`config.mk`:
```
export PLATFORM = sky130hd
export DESIGN_NAME = infix_to_postfix_stream_top
export DESIGN_NICKNAME = d
export VERILOG_FILES = /design/src/design/itp_pkg.sv /design/src/design/itp_stack.sv /design/src/design/itp_decide.sv /design/src/design/infix_to_postfix_stream_top.sv
export VERILOG_INCLUDE_DIRS = /design/src /design/src/design
export SDC_FILE = /design/constraint.sdc
export NUM_CORES = 1
export LEC_CHECK = 0
export BUFFER_PORTS_ARGS = -buffer_cell sky130_fd_sc_hd__buf_2
export CAP_MARGIN = 5
export CORE_MARGIN = 1
export CORE_UTILIZATION = 50
export DETAILED_ROUTE_END_ITERATION = 16
export HOLD_SLACK_MARGIN = 0.06
export PLACE_DENSITY_LB_ADDON = 0.15
export SLEW_MARGIN = 15
export SYNTH_ARGS = -nofsm -noshare
export SYNTH_HDL_FRONTEND = slang
export SYNTH_HIERARCHICAL = 1
export SYNTH_SLANG_ARGS = --single-unit
```
`constraint.sdc`:
```
create_clock -name clk -period 7.3 [get_ports clk]
set_clock_uncertainty 0.1 [all_clocks]
set_input_delay 0.73 -clock clk [delete_from_list [all_inputs] [get_ports clk]]
set_output_delay 0.73 -clock clk [all_outputs]
set_load 0.03 [all_outputs]
```
`src/design/assert_macros.svh`:
```
// assertion helpers shared by the rtl files
`ifndef ASSERT_MACROS_SVH
`define ASSERT_MACROS_SVH

`ifndef NO_ASSERTIONS

`define AST_HOLDS(lbl, clk, rstn, prop, msg) \
  lbl: assert property (@(posedge clk) disable iff (!rstn) (prop)) else $error(msg);

`define AST_IMPLIES(lbl, clk, rstn, pre, post, msg) \
  lbl: assert property (@(posedge clk) disable iff (!rstn) (pre) |-> (post)) else $error(msg);

`define AST_NEXT(lbl, clk, rstn, pre, post, msg) \
  lbl: assert property (@(posedge clk) disable iff (!rstn) (pre) |=> (post)) else $error(msg);

`else

`define AST_HOLDS(lbl, clk, rstn, prop, msg)

`define AST_IMPLIES(lbl, clk, rstn, pre, post, msg)

`define AST_NEXT(lbl, clk, rstn, pre, post, msg)

`endif

`endif

```
`src/design/itp_pkg.sv`:
```
`timescale 1ns / 1ps
`default_nettype none

package itp_pkg;

  localparam int STACK_DEPTH = 32;
  localparam int SYM_W       = 8;

  localparam logic [SYM_W-1:0] CH_OPEN  = 8'h28;
  localparam logic [SYM_W-1:0] CH_CLOSE = 8'h29;
  localparam logic [SYM_W-1:0] CH_STAR  = 8'h2A;
  localparam logic [SYM_W-1:0] CH_PLUS  = 8'h2B;
  localparam logic [SYM_W-1:0] CH_MINUS = 8'h2D;
  localparam logic [SYM_W-1:0] CH_SLASH = 8'h2F;

  localparam logic [1:0] ST_OK       = 2'd0;
  localparam logic [1:0] ST_PAREN    = 2'd1;
  localparam logic [1:0] ST_OVERFLOW = 2'd2;

  typedef enum logic [2:0] {
    K_END,
    K_ALNUM,
    K_OPEN,
    K_CLOSE,
    K_OPER
  } kind_t;

  typedef struct packed {
    logic             push;
    logic             pop;
    logic             clear;
    logic [SYM_W-1:0] data;
  } stk_cmd_t;

  typedef struct packed {
    logic [SYM_W-1:0] sym;
    logic             term;
    logic [1:0]       status;
  } result_t;

  typedef struct packed {
    stk_cmd_t cmd;
    logic     has_res;
    result_t  res;
    logic     done;
  } dec_t;

  function automatic logic [1:0] rank_of(input logic [SYM_W-1:0] c);
    logic [1:0] r;
    case (c) inside
      CH_PLUS, CH_MINUS: r = 2'd1;
      CH_STAR, CH_SLASH: r = 2'd2;
      default:           r = 2'd0;
    endcase
    return r;
  endfunction

  function automatic kind_t classify(input logic [SYM_W-1:0] c, input logic end_mark);
    kind_t k;
    if (end_mark) begin
      k = K_END;
    end else if ((c >= 8'h30 && c <= 8'h39) || (c >= 8'h41 && c <= 8'h5A) ||
                 (c >= 8'h61 && c <= 8'h7A)) begin
      k = K_ALNUM;
    end else if (c == CH_OPEN) begin
      k = K_OPEN;
    end else if (c == CH_CLOSE) begin
      k = K_CLOSE;
    end else begin
      k = K_OPER;
    end
    return k;
  endfunction

endpackage

`default_nettype wire

```
`src/design/itp_stack.sv`:
```
`timescale 1ns / 1ps
`default_nettype none

`include "assert_macros.svh"

module itp_stack #(
  parameter int DEPTH = itp_pkg::STACK_DEPTH
) (
  input  wire logic                    clk,
  input  wire logic                    rst_n,
  input  wire itp_pkg::stk_cmd_t       cmd_i,
  output logic                         empty_o,
  output logic                         full_o,
  output logic [itp_pkg::SYM_W-1:0]    top_o
);

  localparam int CW = $clog2(DEPTH + 1);
  localparam int IW = (DEPTH > 1) ? $clog2(DEPTH) : 1;

  logic [itp_pkg::SYM_W-1:0] mem [DEPTH];
  logic [CW-1:0]             count_r;
  logic [CW-1:0]             count_nxt;
  logic [IW-1:0]             rd_addr;
  logic [itp_pkg::SYM_W-1:0] top_r;

  always_comb begin
    count_nxt = count_r;
    if (cmd_i.clear) begin
      count_nxt = '0;
    end else if (cmd_i.push) begin
      count_nxt = count_r + CW'(1);
    end else if (cmd_i.pop) begin
      count_nxt = count_r - CW'(1);
    end
  end

  // index of the entry that becomes the top after this cycle's operation
  assign rd_addr = IW'(count_nxt - CW'(1));

  always_ff @(posedge clk) begin
    if (!rst_n) begin
      count_r <= '0;
    end else begin
      count_r <= count_nxt;
    end
  end

  always_ff @(posedge clk) begin
    if (cmd_i.push) begin
      mem[IW'(count_r)] <= cmd_i.data;
    end
    // a push bypasses the array so the top register takes the pushed symbol directly
    if (cmd_i.push) begin
      top_r <= cmd_i.data;
    end else begin
      top_r <= mem[rd_addr];
    end
  end

  assign empty_o = (count_r == '0);
  assign full_o  = (count_r == CW'(DEPTH));
  assign top_o   = top_r;

  `AST_HOLDS(a_no_push_full, clk, rst_n, !(cmd_i.push && full_o), "push onto full stack")
  `AST_HOLDS(a_no_pop_empty, clk, rst_n, !(cmd_i.pop && empty_o), "pop from empty stack")
  `AST_HOLDS(a_count_range, clk, rst_n, count_r <= CW'(DEPTH), "stack count beyond depth")

endmodule

`default_nettype wire

```
`src/design/itp_decide.sv`:
```
`timescale 1ns / 1ps
`default_nettype none

module itp_decide (
  input  wire itp_pkg::kind_t          kind_i,
  input  wire logic [itp_pkg::SYM_W-1:0] sym_i,
  input  wire logic [1:0]              rank_i,
  input  wire logic                    empty_i,
  input  wire logic                    full_i,
  input  wire logic [itp_pkg::SYM_W-1:0] top_i,
  output itp_pkg::dec_t                dec_o
);

  logic top_open;
  logic top_ge;

  assign top_open = (top_i == itp_pkg::CH_OPEN);
  // the one rank comparator, used on every operator step
  assign top_ge   = (itp_pkg::rank_of(top_i) >= rank_i);

  always_comb begin
    dec_o            = '0;
    dec_o.cmd.data   = sym_i;
    dec_o.res.status = itp_pkg::ST_OK;
    unique case (kind_i)
      itp_pkg::K_ALNUM: begin
        dec_o.has_res = 1'b1;
        dec_o.res.sym = sym_i;
        dec_o.done    = 1'b1;
      end
      itp_pkg::K_OPEN: begin
        dec_o.done = 1'b1;
        if (full_i) begin
          dec_o.has_res    = 1'b1;
          dec_o.res.status = itp_pkg::ST_OVERFLOW;
        end else begin
          dec_o.cmd.push = 1'b1;
        end
      end
      itp_pkg::K_CLOSE: begin
        if (empty_i) begin
          dec_o.has_res    = 1'b1;
          dec_o.res.status = itp_pkg::ST_PAREN;
          dec_o.done       = 1'b1;
        end else if (top_open) begin
          dec_o.cmd.pop = 1'b1;
          dec_o.done    = 1'b1;
        end else begin
          dec_o.cmd.pop = 1'b1;
          dec_o.has_res = 1'b1;
          dec_o.res.sym = top_i;
        end
      end
      itp_pkg::K_OPER: begin
        if (!empty_i && top_ge) begin
          dec_o.cmd.pop = 1'b1;
          dec_o.has_res = 1'b1;
          dec_o.res.sym = top_i;
        end else if (full_i) begin
          dec_o.has_res    = 1'b1;
          dec_o.res.status = itp_pkg::ST_OVERFLOW;
          dec_o.done       = 1'b1;
        end else begin
          dec_o.cmd.push = 1'b1;
          dec_o.done     = 1'b1;
        end
      end
      itp_pkg::K_END: begin
        if (empty_i) begin
          dec_o.has_res  = 1'b1;
          dec_o.res.term = 1'b1;
          dec_o.done     = 1'b1;
        end else if (top_open) begin
          dec_o.cmd.clear  = 1'b1;
          dec_o.has_res    = 1'b1;
          dec_o.res.status = itp_pkg::ST_PAREN;
          dec_o.done       = 1'b1;
        end else begin
          dec_o.cmd.pop = 1'b1;
          dec_o.has_res = 1'b1;
          dec_o.res.sym = top_i;
        end
      end
      default: begin
        dec_o.done = 1'b1;
      end
    endcase
  end

endmodule

`default_nettype wire

```
`src/design/infix_to_postfix_stream_top.sv`:
```
`timescale 1ns / 1ps
`default_nettype none

`include "assert_macros.svh"

// Infix to postfix converter, one ASCII character per input transaction, using an
// operator stack held in a small on-chip array (no clearing pass after reset; the
// stack starts empty). Letters and digits come straight back out; operators and
// parentheses are reordered by precedence; an end transaction flushes the stack and
// gives a terminator, or a status 1 result if a '(' is left open. A result carries
// tlast on the final output of its input transaction. Timing: one input is worked on
// at a time and in_tready is low until its last result has been taken. A single
// decision unit makes one stack step per cycle while evaluating, stalling when a
// held result must go out first, and every result passes through one output
// register. An input that gives no result goes straight back to idle; otherwise a
// result is held until the next result or the final stack step (which may give none,
// as a matched ')' or a push after pops), and is then sent. Output stalls hold it.
module infix_to_postfix_stream_top #(
  parameter int STACK_DEPTH = itp_pkg::STACK_DEPTH
) (
  input  wire logic       clk,
  input  wire logic       rst_n,
  input  wire logic       in_tvalid,
  output logic            in_tready,
  input  wire logic [7:0] in_tdata,   // [7:0] symbol
  input  wire logic       in_tuser,   // [0] end_of_expr
  output logic            out_tvalid,
  input  wire logic       out_tready,
  output logic [7:0]      out_tdata,  // [7:0] out_symbol
  output logic [2:0]      out_tuser,  // [0] is_terminator, [2:1] status
  output logic            out_tlast
);

  typedef enum logic [2:0] {
    S_IDLE = 3'b001,
    S_EVAL = 3'b010,
    S_SEND = 3'b100
  } state_t;

  state_t state_r, state_nxt;
  state_t ret_r, ret_nxt;
  logic   pend_v_r, pend_v_nxt;
  logic   pend_last_r, pend_last_nxt;

  itp_pkg::result_t          pend_res_r, pend_res_nxt;
  itp_pkg::kind_t            kind_r;
  logic [itp_pkg::SYM_W-1:0] sym_r;
  logic [1:0]                rank_r;

  itp_pkg::dec_t             dec;
  itp_pkg::stk_cmd_t         stk_cmd;
  logic                      stk_empty;
  logic                      stk_full;
  logic [itp_pkg::SYM_W-1:0] stk_top;
  logic                      in_fire;

  assign in_tready = (state_r == S_IDLE);
  assign in_fire   = in_tvalid && in_tready;

  itp_stack #(
    .DEPTH (STACK_DEPTH)
  ) u_stack (
    .clk     (clk),
    .rst_n   (rst_n),
    .cmd_i   (stk_cmd),
    .empty_o (stk_empty),
    .full_o  (stk_full),
    .top_o   (stk_top)
  );

  itp_decide u_decide (
    .kind_i  (kind_r),
    .sym_i   (sym_r),
    .rank_i  (rank_r),
    .empty_i (stk_empty),
    .full_i  (stk_full),
    .top_i   (stk_top),
    .dec_o   (dec)
  );

  always_comb begin
    state_nxt     = state_r;
    ret_nxt       = ret_r;
    pend_v_nxt    = pend_v_r;
    pend_last_nxt = pend_last_r;
    pend_res_nxt  = pend_res_r;
    stk_cmd       = '0;
    unique case (state_r)
      S_IDLE: begin
        if (in_fire) begin
          state_nxt = S_EVAL;
        end
      end
      S_EVAL: begin
        if (dec.has_res && pend_v_r) begin
          // another result follows, so the held one is not the last
          pend_last_nxt = 1'b0;
          ret_nxt       = S_EVAL;
          state_nxt     = S_SEND;
        end else begin
          stk_cmd = dec.cmd;
          if (dec.has_res) begin
            pend_res_nxt = dec.res;
            pend_v_nxt   = 1'b1;
          end
          if (dec.done) begin
            if (dec.has_res || pend_v_r) begin
              pend_last_nxt = 1'b1;
              ret_nxt       = S_IDLE;
              state_nxt     = S_SEND;
            end else begin
              state_nxt = S_IDLE;
            end
          end
        end
      end
      S_SEND: begin
        if (out_tready) begin
          pend_v_nxt = 1'b0;
          state_nxt  = ret_r;
        end
      end
      default: begin
        state_nxt = S_IDLE;
      end
    endcase
  end

  always_ff @(posedge clk) begin
    if (!rst_n) begin
      state_r  <= S_IDLE;
      ret_r    <= S_IDLE;
      pend_v_r <= 1'b0;
    end else begin
      state_r  <= state_nxt;
      ret_r    <= ret_nxt;
      pend_v_r <= pend_v_nxt;
    end
  end

  always_ff @(posedge clk) begin
    pend_res_r  <= pend_res_nxt;
    pend_last_r <= pend_last_nxt;
    if (in_fire) begin
      sym_r  <= in_tdata;
      kind_r <= itp_pkg::classify(in_tdata, in_tuser);
      rank_r <= itp_pkg::rank_of(in_tdata);
    end
  end

  assign out_tvalid = (state_r == S_SEND);
  assign out_tdata  = pend_res_r.sym;
  assign out_tuser  = {pend_res_r.status, pend_res_r.term};
  assign out_tlast  = pend_last_r;

  `AST_IMPLIES(a_err_last, clk, rst_n, out_tvalid && (pend_res_r.status != itp_pkg::ST_OK), out_tlast, "error result not final")
  `AST_IMPLIES(a_term_last, clk, rst_n, out_tvalid && pend_res_r.term, out_tlast, "terminator not final")
  `AST_NEXT(a_accept_eval, clk, rst_n, in_fire, state_r == S_EVAL, "accepted item not evaluated")
  `AST_HOLDS(a_send_pending, clk, rst_n, !out_tvalid || pend_v_r, "output without held result")

endmodule

`default_nettype wire
```
==> impl_metrics.toml <==
[critical_path]
path_buf_inv = 3
cp_slowest_cell = "ha_4"
required_ns = 7.56
worstReg2RegStart = "u_stack/count_r[0]$_SDFF_PN0_"
ff2ff_setup_slack_ns = 0.76
critical_path_class = "reg2reg"
timing.rr.end = "u_stack/top_o[6]$_DFF_P_"
crit_family = "compound AO/OA/AOI/OAI gates"
path_max_fanout = 24
cp.arrival_ns = 6.80
r2r_cells = 19
crit_chain = "inv_1, ha_1, nand2_1, nor2_1, o21bai_1, o21ai_0, o32ai_1, a211oi_1, nand2_1, and3_1, buf_4, o21ai_0, nand3_4, ha_4, buf_4, mux4_2, mux2i_1, mux2i_1, a221o_1"
end_kind = "flop"
cpPeakStageDelay_ns = 0.61
cp-start-kind = "flop"

[logic_synthesis]
synth_xor_area_share_pct = 0.5442
ys_ff_latch = 301
yosysSeqAreaShare_pct = 68.65
synth_area_leaders = "edfxtp_1, mux4_2, dfxtp_1"
syn_inst = 755
syn_area_per_cell_um2 = 17.05
yosysMostFrequentCell = "edfxtp_1"
synth_compound_area_share_pct = 5.860
syn_nets = 775
synth_edf_count = 281
synthAdderAreaFrac_pct = 0.6803
yosysTopAreaCellShare_pct = 65.54
synth_ff_type = "edfxtp_1"
yosysTopAreaCell = "edfxtp_1"
synth.yosys.warnings = 6
synth_top_family_by_area = "multiplexers"
ys_types = 78
synthMuxAreaShare_pct = 13.63
synth_area_um2 = 12870
synth_common_cells = "edfxtp_1, mux4_2, nand2_1"
synth-simple-area-share_pct = 8.163
synthArstFlopShare_pct = 0

[placement]
place.gp.congestion = 0.9234
port_buffers = 26
detailed_place_hpwl_um = 18140

[min_path]
hold_start = "in_tdata[5]"
whs_endpoint = "sym_r[5]$_DFFE_PP_"
hold_class = "in2reg"
worstHoldPathCells = 1

[pwr]
p_per_area_nw_per_um2 = 261.0
pwr-share-seq_pct = 50.9
p_sw_share_pct = 20.22
clock_power_share_pct = 44.6
share_comb_of_total_power_pct = 4.5
p_leak_nw = 4.989
p_int_w = 0.003002
vdd_drop_max_v = 0.0002242
p_sw_w = 0.0007607

[routing]
vias = 7023
drt-vias-per-instance = 6.139
ant_nets = 0
wire_per_inst_um = 25.19
drt_first_pass_iters = 5
drt_iter0_drc = 772
drc_errors = 0
wl_um = 28820

[die]
die_height_um = 162.5
rows = 58
start_util_pct = 50.98
core_um2 = 25250
fp.dieArea_um2 = 26390
fp.dieW_um = 162.5
floorplan.io_pins = 27

[cells_and_area]
layout-drive-gt1-share_pct = 22.36
antenna_cells = 0
fin_util_pct = 57.08
nets = 810
area_delta_synth_final_pct = 11.97
fillers = 1882

[timing]
setup_tns_ns = 0
timing.final.crit_share_pct = 89.60
fmax_mhz = 152.9
finalMaxSlewViolations = 0
relSlewSlack_pct = 24.60
fin_crit_ns = 6.540
whs_ns = 0.3596
hold_viol = 0
grt_setup_unrepaired = "false"
worst_pin_slew_ns = 1.127
finalSetupViolCount = 0

[clock_tree]
cts-root-buf = "clkbuf_16"
cts_sinks = 301
insertion_delay_ns = 0.50
tritoncts = "built"
cts_setup_buffers = 0
cts_made_buffers = 34
ctsResizeCount = 0
cts_buffer_depth = 3
htreeDepth = 2
clkTransAtPathRegs_ns = 0.06
hold_buffers = 0

[grt]
grt_overflow = 0
grt_pass1_vias = 6895
grt_max_degree = 66
track_usage_pct = 22.51
antenna_found_initial = 0
grt_pass1_wl_um = 43140

[run_status]
status = "complete, no violations"

[run]
drv_cap = 0
[worst max-delay path by stage]
stage                                        from                  endpoint  slack (ns)  depth (start not counted)
floorplan           u_stack/count_r[3]$_SDFF_PN0_  u_stack/top_o[0]$_DFF_P_        1.20                         26
global placement    u_stack/count_r[3]$_SDFF_PN0_  u_stack/top_o[6]$_DFF_P_        1.05                         21
detailed placement  u_stack/count_r[0]$_SDFF_PN0_  u_stack/top_o[6]$_DFF_P_        0.80                         19
CTS                 u_stack/count_r[0]$_SDFF_PN0_  u_stack/top_o[6]$_DFF_P_        0.78                         19
global route        u_stack/count_r[0]$_SDFF_PN0_  u_stack/top_o[6]$_DFF_P_        0.28                         21
finish              u_stack/count_r[0]$_SDFF_PN0_  u_stack/top_o[6]$_DFF_P_        0.76                         19
[state kept, by name, summed over array words and instances (netlist names)]
register and count:
ret_r 2, u_stack/mem 256, u_stack/count_r 6, out_tdata 8
state_r 3, rank_r 2, out_tuser 3, u_stack/top_o 8
sym_r 8, out_tlast 1, kind_r 3, pend_v_r 1
[routing by layer]
layer  vias up  GRT usage, %  wire, um
met2       283         36.07     13860
met4         0         8.105       884
met3        59         3.336      1806
met1      3572         31.58     12270
li1       3109             -         -
met5         -             0         0
[stage by stage]
stage | power [W] | worst slack, ns | cell area (um2) | std cells
after global routing | 0.003871 | 0.2803 | 14420 | 1144
final | 0.003762 | 0.7596 | 14420 | 1144
after floorplan | 0.002067 | 1.197 | 12870 | 755
after detailed placement | 0.002120 | 0.8034 | 13310 | 1084
after CTS | 0.003798 | 0.7803 | 14420 | 1144
after global placement | 0.002117 | 1.049 | 13310 | 1084
[cell usage in the layout, fill, tap and decap left out, drive strengths merged, types with 3 or more instances in the layout]
cell,n
a211oi,4
a21boi,6
a21oi,17
a22o,7
a31oi,8
and2,7
and3,21
buf,42
bufinv,4
clkbuf,45
clkinv,10
dfxtp,20
edfxtp,281
ha,7
inv,14
mux2i,19
mux4,69
nand2,57
nand3,13
nand3b,5
nand4,5
nor2,49
nor3,8
nor3b,6
nor4,4
nor4b,4
o21ai,7
o22a,9
o311ai,3
o32ai,7
or2,3
or3,6
xnor2,5
xor2,3
[power groups by stage]
stage	clock, W	combinational (W)	sequential (W)
floorplan	0	0.000128	0.00194
global placement	0	0.000167	0.00195
detailed placement	0	0.000170	0.00195
CTS	0.00171	0.000170	0.00191
global route	0.00177	0.000183	0.00192
finish	0.00168	0.000170	0.00191
[cell type report]
type	count	area [um2]	share of cell area, %
Sequential cell	301	8838	61.31
Clock inverter	15	176.4	1.224
Multi-Input combinational cell	398	3744	25.97
Tap cell	330	412.9	2.864
Clock buffer	45	933.4	6.475
Inverter	13	48.80	0.3385
Timing Repair Buffer	42	262.8	1.823
[logic make-up (layout without fill, tap and decap cells)]
kind of cell | count (synthesis) | in the layout
buffers and inverters | 56 | 115
adders and majority gates | 7 | 7
and+or+nand+nor | 201 | 201
muxes | 89 | 89
DFF | 301 | 301
AOI/OAI and AO/OA | 93 | 93
xor gates and xnor gates | 8 | 8
(Power assumes the default switching activity.)
